<file path="config.mk">
export PLATFORM = sky130hd
export DESIGN_NAME = rc4_stream_cipher
export DESIGN_NICKNAME = d
export VERILOG_FILES = /design/src/design/rc4_pkg.sv /design/src/design/rc4_perm_mem.sv /design/src/design/rc4_key_mem.sv /design/src/design/rc4_ctrl.sv /design/src/design/rc4_stream_cipher.sv
export SDC_FILE = /design/constraint.sdc
export NUM_CORES = 2
export LEC_CHECK = 0
export BUFFER_PORTS_ARGS = -buffer_cell sky130_fd_sc_hd__buf_2
export CORE_MARGIN = 4
export CORE_UTILIZATION = 29
export DETAILED_ROUTE_END_ITERATION = 10
export PLACE_DENSITY = 0.43
export SETUP_SLACK_MARGIN = 0.4
export SYNTH_ARGS = -nofsm -noshare
export SYNTH_HDL_FRONTEND = slang
export SYNTH_HIERARCHICAL = 1
export SYNTH_SLANG_ARGS = --single-unit
</file>
<file path="constraint.sdc">
create_clock -name clk -period 9.2 [get_ports clk]
set_input_delay 1.84 -clock clk [delete_from_list [all_inputs] [get_ports clk]]
set_output_delay 1.84 -clock clk [all_outputs]
set_load 0.02 [all_outputs]
</file>
<file path="src/design/rc4_pkg.sv">
`timescale 1ns / 1ps
// Shared types and constants for the RC4 stream cipher engine.
// No dependencies; imported by every module of the block.
package rc4_pkg;

  localparam int unsigned MAX_KEY_BYTES_DEF = 256;
  localparam int unsigned PERM_DEPTH        = 256;
  localparam int unsigned LEN_W             = 9;
  localparam logic [LEN_W-1:0] KEY_LEN_RESET = 9'd16;

  localparam logic [1:0] CMD_LOAD  = 2'd0;
  localparam logic [1:0] CMD_SCHED = 2'd1;
  localparam logic [1:0] CMD_CRYPT = 2'd2;

  typedef enum logic [3:0] {
    ST_IDLE,
    ST_FILL,
    ST_KS_RD,
    ST_KS_MIX,
    ST_KS_WN,
    ST_KS_WM,
    ST_CR_RI,
    ST_CR_RJ,
    ST_CR_WJ,
    ST_CR_WI,
    ST_CR_RK,
    ST_CR_OUT
  } state_t;

  typedef struct packed {
    logic       re;
    logic [7:0] raddr;
    logic       we;
    logic [7:0] waddr;
    logic [7:0] wdata;
  } perm_req_t;

  typedef struct packed {
    logic       load;
    logic [7:0] out_byte;
    logic [7:0] keystream_byte;
    logic       last_out;
    logic       unkeyed;
  } result_t;

endpackage

</file>
<file path="src/design/rc4_perm_mem.sv">
`timescale 1ns / 1ps
// Permutation memory: 256 bytes, one write and one registered read port.
// Depends on rc4_pkg for the request type.
module rc4_perm_mem (
  input  logic              clk,
  input  rc4_pkg::perm_req_t req,
  output logic [7:0]        rdata
);
  import rc4_pkg::*;

  logic [7:0] mem [PERM_DEPTH];
  logic [7:0] rdata_r;

  always_ff @(posedge clk) begin
    if (req.we) begin
      mem[req.waddr] <= req.wdata;
    end
    if (req.re) begin
      rdata_r <= mem[req.raddr];
    end
  end

  assign rdata = rdata_r;

endmodule

</file>
<file path="src/design/rc4_key_mem.sv">
`timescale 1ns / 1ps
// Key store memory with one write and one registered read port.
// Depends on rc4_pkg for the default key store depth.
module rc4_key_mem #(
  parameter int unsigned MAX_KEY_BYTES = rc4_pkg::MAX_KEY_BYTES_DEF,
  parameter int unsigned KAW = (MAX_KEY_BYTES > 1) ? $clog2(MAX_KEY_BYTES) : 1
) (
  input  logic           clk,
  input  logic           we,
  input  logic [KAW-1:0] waddr,
  input  logic [7:0]     wdata,
  input  logic           re,
  input  logic [KAW-1:0] raddr,
  output logic [7:0]     rdata
);
  import rc4_pkg::*;

  logic [7:0] mem [MAX_KEY_BYTES];
  logic [7:0] rdata_r;

  always_ff @(posedge clk) begin
    if (we) begin
      mem[waddr] <= wdata;
    end
    if (re) begin
      rdata_r <= mem[raddr];
    end
  end

  assign rdata = rdata_r;

endmodule

</file>
<file path="src/design/rc4_ctrl.sv">
`timescale 1ns / 1ps
// Sequencer for key loading, key scheduling and keystream generation.
// Depends on rc4_pkg; drives rc4_perm_mem and rc4_key_mem.
module rc4_ctrl #(
  parameter int unsigned MAX_KEY_BYTES = rc4_pkg::MAX_KEY_BYTES_DEF,
  parameter int unsigned KAW = (MAX_KEY_BYTES > 1) ? $clog2(MAX_KEY_BYTES) : 1
) (
  input  logic                      clk,
  input  logic                      rst_n,
  input  logic                      in_valid,
  output logic                      in_stall,
  input  logic [1:0]                in_command,
  input  logic [7:0]                in_key_index,
  input  logic [7:0]                in_key_byte,
  input  logic [7:0]                in_data_byte,
  input  logic                      in_last_byte,
  input  logic [rc4_pkg::LEN_W-1:0] key_length,
  input  logic                      out_free,
  output rc4_pkg::result_t          res,
  output rc4_pkg::perm_req_t        perm_req,
  input  logic [7:0]                perm_rdata,
  output logic                      key_we,
  output logic [KAW-1:0]            key_waddr,
  output logic [7:0]                key_wdata,
  output logic                      key_re,
  output logic [KAW-1:0]            key_raddr,
  input  logic [7:0]                key_rdata
);
  import rc4_pkg::*;

  localparam logic [LEN_W-1:0] MAX_LEN = LEN_W'(MAX_KEY_BYTES);

  state_t         state_r, state_nxt;
  logic [7:0]     i_r, i_nxt;
  logic [7:0]     j_r, j_nxt;
  logic [7:0]     n_r, n_nxt;
  logic [7:0]     mix_r, mix_nxt;
  logic [7:0]     held_r, held_nxt;
  logic [KAW-1:0] kpos_r, kpos_nxt;
  logic           keyed_r, keyed_nxt;
  logic [7:0]     data_r, data_nxt;
  logic           last_r, last_nxt;
  logic [LEN_W-1:0] eff_len;
  logic [7:0]     mix_sum;
  logic           accept;

  assign accept   = in_valid && (state_r == ST_IDLE);
  assign in_stall = (state_r != ST_IDLE);
  assign mix_sum  = mix_r + key_rdata + perm_rdata;

  always_comb begin
    if (key_length == '0) begin
      eff_len = LEN_W'(1);
    end else if (key_length > MAX_LEN) begin
      eff_len = MAX_LEN;
    end else begin
      eff_len = key_length;
    end
  end

  always_comb begin
    state_nxt = state_r;
    unique case (state_r)
      ST_IDLE: begin
        if (accept) begin
          if (in_command == CMD_SCHED) begin
            state_nxt = ST_FILL;
          end else if (in_command == CMD_CRYPT) begin
            state_nxt = keyed_r ? ST_CR_RI : ST_CR_OUT;
          end
        end
      end
      ST_FILL: begin
        if (n_r == 8'hff) begin
          state_nxt = ST_KS_RD;
        end
      end
      ST_KS_RD:  state_nxt = ST_KS_MIX;
      ST_KS_MIX: state_nxt = ST_KS_WN;
      ST_KS_WN:  state_nxt = ST_KS_WM;
      ST_KS_WM:  state_nxt = (n_r == 8'hff) ? ST_IDLE : ST_KS_RD;
      ST_CR_RI:  state_nxt = ST_CR_RJ;
      ST_CR_RJ:  state_nxt = ST_CR_WJ;
      ST_CR_WJ:  state_nxt = ST_CR_WI;
      ST_CR_WI:  state_nxt = ST_CR_RK;
      ST_CR_RK:  state_nxt = ST_CR_OUT;
      ST_CR_OUT: begin
        if (out_free) begin
          state_nxt = ST_IDLE;
        end
      end
      default:   state_nxt = ST_IDLE;
    endcase
  end

  always_comb begin
    i_nxt     = i_r;
    j_nxt     = j_r;
    n_nxt     = n_r;
    mix_nxt   = mix_r;
    held_nxt  = held_r;
    kpos_nxt  = kpos_r;
    keyed_nxt = keyed_r;
    data_nxt  = data_r;
    last_nxt  = last_r;
    perm_req  = '0;
    res       = '0;
    key_we    = 1'b0;
    key_waddr = in_key_index[KAW-1:0];
    key_wdata = in_key_byte;
    key_re    = 1'b0;
    key_raddr = kpos_r;
    unique case (state_r)
      ST_IDLE: begin
        if (accept) begin
          data_nxt = in_data_byte;
          last_nxt = in_last_byte;
          if (in_command == CMD_LOAD) begin
            key_we = ({1'b0, in_key_index} < MAX_LEN);
          end else if (in_command == CMD_SCHED) begin
            i_nxt = '0;
            j_nxt = '0;
            n_nxt = '0;
          end else if ((in_command == CMD_CRYPT) && keyed_r) begin
            i_nxt = i_r + 8'd1;
          end
        end
      end
      ST_FILL: begin
        perm_req.we    = 1'b1;
        perm_req.waddr = n_r;
        perm_req.wdata = n_r;
        n_nxt          = n_r + 8'd1;
        kpos_nxt       = '0;
        mix_nxt        = '0;
      end
      ST_KS_RD: begin
        perm_req.re    = 1'b1;
        perm_req.raddr = n_r;
        key_re         = 1'b1;
      end
      ST_KS_MIX: begin
        held_nxt       = perm_rdata;
        mix_nxt        = mix_sum;
        perm_req.re    = 1'b1;
        perm_req.raddr = mix_sum;
      end
      ST_KS_WN: begin
        perm_req.we    = 1'b1;
        perm_req.waddr = n_r;
        perm_req.wdata = perm_rdata;
      end
      ST_KS_WM: begin
        perm_req.we    = 1'b1;
        perm_req.waddr = mix_r;
        perm_req.wdata = held_r;
        n_nxt          = n_r + 8'd1;
        if ((LEN_W'(kpos_r) + LEN_W'(1)) >= eff_len) begin
          kpos_nxt = '0;
        end else begin
          kpos_nxt = kpos_r + KAW'(1);
        end
        if (n_r == 8'hff) begin
          keyed_nxt = 1'b1;
        end
      end
      ST_CR_RI: begin
        perm_req.re    = 1'b1;
        perm_req.raddr = i_r;
      end
      ST_CR_RJ: begin
        held_nxt       = perm_rdata;
        j_nxt          = j_r + perm_rdata;
        perm_req.re    = 1'b1;
        perm_req.raddr = j_r + perm_rdata;
      end
      ST_CR_WJ: begin
        perm_req.we    = 1'b1;
        perm_req.waddr = j_r;
        perm_req.wdata = held_r;
      end
      ST_CR_WI: begin
        perm_req.we    = 1'b1;
        perm_req.waddr = i_r;
        perm_req.wdata = perm_rdata;
      end
      ST_CR_RK: begin
        perm_req.re    = 1'b1;
        perm_req.raddr = held_r + perm_rdata;
      end
      ST_CR_OUT: begin
        res.load           = out_free;
        res.keystream_byte = keyed_r ? perm_rdata : 8'h00;
        res.out_byte       = data_r ^ res.keystream_byte;
        res.last_out       = last_r;
        res.unkeyed        = !keyed_r;
      end
      default: begin
        perm_req = '0;
      end
    endcase
  end

  always_ff @(posedge clk) begin
    if (!rst_n) begin
      state_r <= ST_IDLE;
      i_r     <= '0;
      j_r     <= '0;
      keyed_r <= 1'b0;
    end else begin
      state_r <= state_nxt;
      i_r     <= i_nxt;
      j_r     <= j_nxt;
      keyed_r <= keyed_nxt;
    end
  end

  always_ff @(posedge clk) begin
    n_r    <= n_nxt;
    mix_r  <= mix_nxt;
    held_r <= held_nxt;
    kpos_r <= kpos_nxt;
    data_r <= data_nxt;
    last_r <= last_nxt;
  end

endmodule

</file>
<file path="src/design/rc4_stream_cipher.sv">
`timescale 1ns / 1ps
// RC4 stream cipher engine, one command at a time. Load stores a key byte.
// Crypt after a key schedule swaps S[i] and S[j] and registers the keystream
// result; before any schedule it uses a zero keystream. Schedule: 256 fill
// writes, then 256 swap steps, all bound by the single permutation write port.
// Synchronous active-low reset clears indices, keyed flag and key length (16);
// the permutation and key memories are not cleared.
module rc4_stream_cipher #(
  parameter int unsigned MAX_KEY_BYTES = rc4_pkg::MAX_KEY_BYTES_DEF
) (
  input  logic                      clk,
  input  logic                      rst_n,
  input  logic                      cfg_wr_en,
  input  logic [rc4_pkg::LEN_W-1:0] cfg_wr_data,
  input  logic                      in_valid,
  output logic                      in_stall,
  input  logic [1:0]                in_command,
  input  logic [7:0]                in_key_index,
  input  logic [7:0]                in_key_byte,
  input  logic [7:0]                in_data_byte,
  input  logic                      in_last_byte,
  output logic                      out_valid,
  input  logic                      out_stall,
  output logic [7:0]                out_byte,
  output logic [7:0]                out_keystream_byte,
  output logic                      out_last_out,
  output logic                      out_unkeyed
);
  import rc4_pkg::*;

  localparam int unsigned KAW = (MAX_KEY_BYTES > 1) ? $clog2(MAX_KEY_BYTES) : 1;

  logic [LEN_W-1:0] key_len_r, key_len_nxt;
  logic             out_valid_r, out_valid_nxt;
  logic [7:0]       out_byte_r;
  logic [7:0]       out_ks_r;
  logic             out_last_r;
  logic             out_unkeyed_r;
  logic             out_free;
  result_t          res;
  perm_req_t        perm_req;
  logic [7:0]       perm_rdata;
  logic             key_we;
  logic [KAW-1:0]   key_waddr;
  logic [7:0]       key_wdata;
  logic             key_re;
  logic [KAW-1:0]   key_raddr;
  logic [7:0]       key_rdata;

  assign out_free = !out_valid_r || !out_stall;

  always_comb begin
    key_len_nxt = cfg_wr_en ? cfg_wr_data : key_len_r;
    if (res.load) begin
      out_valid_nxt = 1'b1;
    end else begin
      out_valid_nxt = out_valid_r && out_stall;
    end
  end

  always_ff @(posedge clk) begin
    if (!rst_n) begin
      key_len_r   <= KEY_LEN_RESET;
      out_valid_r <= 1'b0;
    end else begin
      key_len_r   <= key_len_nxt;
      out_valid_r <= out_valid_nxt;
    end
  end

  always_ff @(posedge clk) begin
    if (res.load) begin
      out_byte_r    <= res.out_byte;
      out_ks_r      <= res.keystream_byte;
      out_last_r    <= res.last_out;
      out_unkeyed_r <= res.unkeyed;
    end
  end

  assign out_valid          = out_valid_r;
  assign out_byte           = out_byte_r;
  assign out_keystream_byte = out_ks_r;
  assign out_last_out       = out_last_r;
  assign out_unkeyed        = out_unkeyed_r;

  rc4_ctrl #(
    .MAX_KEY_BYTES(MAX_KEY_BYTES),
    .KAW(KAW)
  ) u_ctrl (
    .clk          (clk),
    .rst_n        (rst_n),
    .in_valid     (in_valid),
    .in_stall     (in_stall),
    .in_command   (in_command),
    .in_key_index (in_key_index),
    .in_key_byte  (in_key_byte),
    .in_data_byte (in_data_byte),
    .in_last_byte (in_last_byte),
    .key_length   (key_len_r),
    .out_free     (out_free),
    .res          (res),
    .perm_req     (perm_req),
    .perm_rdata   (perm_rdata),
    .key_we       (key_we),
    .key_waddr    (key_waddr),
    .key_wdata    (key_wdata),
    .key_re       (key_re),
    .key_raddr    (key_raddr),
    .key_rdata    (key_rdata)
  );

  rc4_perm_mem u_perm_mem (
    .clk   (clk),
    .req   (perm_req),
    .rdata (perm_rdata)
  );

  rc4_key_mem #(
    .MAX_KEY_BYTES(MAX_KEY_BYTES),
    .KAW(KAW)
  ) u_key_mem (
    .clk   (clk),
    .we    (key_we),
    .waddr (key_waddr),
    .wdata (key_wdata),
    .re    (key_re),
    .raddr (key_raddr),
    .rdata (key_rdata)
  );

endmodule
</file>
Yosys cells after proc, flatten, opt, wreduce, memory -nomap -nowiden
Memory sizes are Yosys's and may differ from the RTL's. A register that Yosys moved wholly into a read port is not among the register bits. Cells that the tools add are included.

Reductions and logical operators: 24. $add $sub $neg: 8. Equal/unequal tests: 20. Mux-type cells: 33. $lt $le $gt $ge: 2. Bitwise gates (word level): 2.

Operators by type and width (count): 17-bit one-hot mux with 5 select lines (1); 8-bit one-hot mux with 2 select lines (4); 8-bit 2-to-1 mux (7); 4-bit one-hot mux with 12 select lines (1); 9-bit one-hot mux with 5 select lines (1); 8-bit adder (4); 8-bit by 1-bit adder with 8-bit output, second input constant (3); 4-bit 2-to-1 mux (6); 19-bit 2-to-1 mux (1); 9-bit 2-to-1 mux (2); 4-bit by 3-bit == test with 1-bit output, second input constant (4); 4-bit == test, second input constant (4); 4-bit AND reduction (4); 2-bit nonzero test (5); 8-bit by 1-bit adder with 9-bit output, second input constant (1); 9-bit >= comparator (1); 9-bit > comparator, second input constant (1); 9-bit logical NOT (1); 1-bit 2-to-1 mux (9); 4-bit by 2-bit == test with 1-bit output, second input constant (2); 8-bit == test, second input constant (1); 8-bit bitwise XOR (1); 2-bit by 1-bit inequality test with 1-bit output, second input constant (3); 4-bit by 1-bit == test with 1-bit output, second input constant (1); 14 further kinds (21).

RAM bits: 4096. Bits in registers: 90. Input bits: 41. Memories: 2.

Memories: u_key_mem.mem (words 256, bits a word 8, read ports 1, clocked after memory_dff 1, wr ports 1, RTL line rc4_key_mem.sv:18) `logic [7:0] mem [MAX_KEY_BYTES];`; u_perm_mem.mem (words 256, bits a word 8, read ports 1, clocked after memory_dff 1, wr ports 1, RTL line rc4_perm_mem.sv:11) `logic [7:0] mem [PERM_DEPTH];`.

Longest topological paths before layout
Depth in word-level cells: 6. Depth in mapped cells: 19.

Modules after synthesis
The synthesis kept the hierarchy.

Modules (own cells, without submodules): rc4_key_mem (instances 1, cells an instance 3733, area an instance 79636.4 µm²); rc4_perm_mem (instances 1, cells an instance 3733, area an instance 79636.4 µm²); rc4_ctrl (instances 1, cells an instance 532, area an instance 4860.9 µm²); rc4_stream_cipher (instances 1, cells an instance 50, area an instance 910.9 µm²).

Least setup slack after synthesis
Ideal clock, no wire load.

Kind: flip-flop to flip-flop. Start point: register u_ctrl.state_r[2]. End point: memory u_perm_mem.mem[0][7], data pin. Data arrival time: 4.060 ns. Cell stages (with the launch flop): 8. Required time: 8.430 ns. Slack: 4.370 ns. Library setup time: 0.770 ns. Buffers on the path: 2. Cell sequence: dfxtp_1 > buf_4 > buf_2 > nor2_1 > nand2_1 > a21oi_1 > a222oi_1 > inv_1.

RTL lines: from (decl) (RTL line rc4_ctrl.sv:33) `state_t state_r, state_nxt;`; from (signal assigned) (RTL line rc4_ctrl.sv:211) `state_r <= state_nxt;`; to (decl) (RTL line rc4_perm_mem.sv:11).

==> out/qor_table.md <==
| Item | Reported |
|:---|:---|
| Fin crit share | 72.9% |
| Largest buffer count on any clock path | 4 |
| Top library cells by usage in the layout, fill and taps aside | edfxtp_1 (4171), mux4_2 (908), nor2_1 (607) |
| Quantity of hold-fixing buffers added after cts | 0 |
| Number of standard cells after synthesis | 8048 |
| Transition time at the pin with the least slew margin | 1470 ps |
| Critical Path Start Type | register |
| Number of maximum-capacitance violations | 1 |
| Most instantiated flip-flop cell in the synthesis netlist | edfxtp_1 |
| Clock Skew | 55.4 ps |
| Commonest non-fill, non-tap cell in the layout | edfxtp_1 |
| Part of the Yosys area used for sequential elements | 76.3% |
| Effective utilization at floorplan | 29.2% |
| Nets in the synthesized netlist | 8131 |
| Synthesized area | 165000 sq um |
| Wire length of the first global-routing pass | 671 mm |
| Hold Path Class | register to register |
| Maximum clock rate | 149 MHz |
| Final hold violation count | 0 |
| Final weighted congestion of routability-driven global placement | 0.853 |
| TritonCTS sink count | 4202 |
| Total global routing overflow | 0 |
| Failing checks | max-capacitance violations |
| Die X-Extent | 762 um |
| Outcome | complete, but fails checks |
| Cell area after layout | 188000 sq um |
| Largest net degree at the start of global routing | 178 |
| Skew-Pair Late Insertion Delay | 1020 ps |
| Sum of net half-perimeters after detailed placement | 295 mm |
| Number of DRC violations after detailed-routing iteration 0 | 7785 |
| Antenna Nets Post-Route | 0 |
| Postcts setup bufs | 0 |
| Number of enable flip-flop cells after synthesis | 4171 |
| Routing usage on met3 | 2.27% |
| Top-area cell type share of the netlist area | 75.9% |
| Endpoint arrival time on the critical path | 7400 ps |
| TritonCTS Buffers | 443 |
| Layout overhead on the synthesized area | 13.8% |
| Async set-or-reset flop fraction in the synthesized netlist | 0% |
| Buffer cell driving the clock tree root | clkbuf_16 |
| Via count | 81700 |
| Synthesis-stage register bit count | 4202 |
| Clock transition time at the flip-flop clock pins of the worst setup and hold paths | 70 ps |
| Worst EP required | 9890 ps |
| Final routed wire length divided by cell count | 29.6 um |
| Synthesized area per cell | 20.5 sq um |
| Global-route usage over all layers | 16.0% |
| Met2 track demand over resource in global routing | 26.5% |
| Port-buffer cells | 60 |
| Cell type with the highest aggregate area in the netlist | edfxtp_1 |
| Die Span Y | 762 um |
| Power density over the cells | 282 nW/um^2 |
| Setup repair after global routing missed its margin | no |
| Via density | 5.07 |
| Count of instances resized after the clock tree is built | 0 |
| # rows | 276 |
| Most heavily used metal layer in global routing | met2 |
| Accumulated negative setup slack | 0 ps |
| Initial antenna violation count | 30 |
| Tmin final | 6700 ps |
| Vias in the first global route | 83600 |
| Critical path endpoint category | register |
| Count of yosys warnings during synthesis | 6 |
| H-tree depth reported by CTS | 5 |
| Ratio of cells with drive above 1 in the final layout | 21.5% |
| Worst VDD drop | 350 uV |
| DRC Markers | 0 |
| First-pass iteration count of the detailed router | 6 |
| Synth top area cells | edfxtp_1 (76%), mux4_2 (12%), mux2i_1 (1.8%), nor2_1 (1.4%), a22oi_1 (1.3%) |
| Final Net Count | 8329 |
| Core Area | 566000 sq um |
| Leak Pwr | 56.2 nW |
| Cell area after placement | 174000 sq um |
| Number of setup violations in the final report | 0 |
| Top-level I/O count | 61 |
| Met1 GRT Util | 22.1% |
| Slew headroom | 1.15% |
| TritonCTS clock tree | built |
| Slew Limit Fails | 0 |
| Maximum net fanout on the critical path | 34 |
| WL final | 478 mm |
| Count of different cell masters after synthesis | 89 |
| Critical setup path kind | register to register |
| DIE AREA | 581000 sq um |
==> metal layers <==
layer	wire length [um]	vias up
li1	-	34000
met1	207000	44600
met4	15100	6
met2	231000	2470
met3	24500	696
met5	34	-
==> cell type report <==
cell class	count	area, sq um
Multi-Input combinational cell	3314	36200
Fill cell	53300	378000
Tap cell	7506	9390
Inverter	29	169
Timing Repair Buffer	256	2150
Clock buffer	542	11600
Antenna cell	13	32.5
Clock inverter	271	2390
Sequential cell	4202	126000
==> cell families after synthesis <==
kind of cell               count (synthesis)  synth area share (%)
buffers and inverters                    532                  1.96
and+or+nand+nor                         1129                  3.15
xor gates and xnor gates                  43                 0.228
AOI/OAI and AO/OA                        895                  3.80
DFF                                     4202                  76.3
muxes                                   1205                  14.2
adders and majority gates                 42                 0.364
==> critical path, stage by stage, from the launching register on <==
cell,delay [ps]
edfxtp_1,720
fa_1,510
ha_1,240
fa_1,420
and3_1,180
nor2_1,230
o311ai_4,140
buf_4,340
buf_4,390
or2b_1,1070
o221ai_1,330
o22ai_1,240
nor3_1,120
nor4_1,1260
nor4_1,110
==> flip-flops by register name, indices dropped and copies added, names as in the netlist, 4 cells and up <==
signal and cells:
u_ctrl/mix_r 8, u_ctrl/key_raddr 8, u_ctrl/j_r 8, u_key_mem/rdata 8
u_ctrl/i_r 8, out_byte 8, u_perm_mem/rdata 8, out_keystream_byte 8
u_ctrl/data_r 8, u_key_mem/mem 2048, u_ctrl/state_r 4, u_ctrl/held_r 8
u_ctrl/n_r 8, u_perm_mem/mem 2048, key_len_r 9
==> power breakdown <==
part           switching [W]  total (W)  internal, W
Clock                0.00744     0.0174      0.00998
Sequential          0.000205     0.0230       0.0228
Combinational        0.00852     0.0125      0.00397
Total                 0.0162     0.0529       0.0367
==> worst paths after layout <==
kind | from | to | slack, ps | depth (start not counted)
min | u_ctrl/j_r[2]$_SDFFE_PN0P_ | u_ctrl/j_r[2]$_SDFFE_PN0P_ | 510 | 2
min reg2reg | u_ctrl/j_r[2]$_SDFFE_PN0P_ | u_ctrl/j_r[2]$_SDFFE_PN0P_ | 510 | 2
max | u_perm_mem/rdata[1]$_DFFE_PP_ | u_perm_mem/rdata[7]$_DFFE_PP_ | 2500 | 14
max reg2reg | u_perm_mem/rdata[1]$_DFFE_PP_ | u_perm_mem/rdata[7]$_DFFE_PP_ | 2500 | 14
==> stage by stage <==
step	utilization (%)	std cells	setup slack [ps]	total power, W	hold slack, ps
floorplan	-	8048	4370	0.0310	424
finish	33.2	16100	2500	0.0529	514
global placement	30.7	15300	2700	0.0360	491
detailed placement	30.7	15300	2680	0.0361	497
global route	33.2	16100	2470	0.0550	560
CTS	33.2	16100	2650	0.0537	506
==> synth_stat cells, drive strengths merged (16+ instances only) <==
cell type,n
a211oi,36
a21oi,229
a221oi,28
a22o,16
a22oi,275
and3,17
buf,272
clkbuf,231
dfxtp,31
edfxtp,4171
ha,32
inv,25
mux2i,291
mux4,912
nand2,127
nand2b,20
nand3,81
nand4,24
nor2,617
nor2b,82
nor3,54
nor4,56
o211ai,27
o21ai,48
o221ai,94
o22ai,60
xnor2,18
xor2,25
No activity file was read; power rests on OpenSTA's default activity.
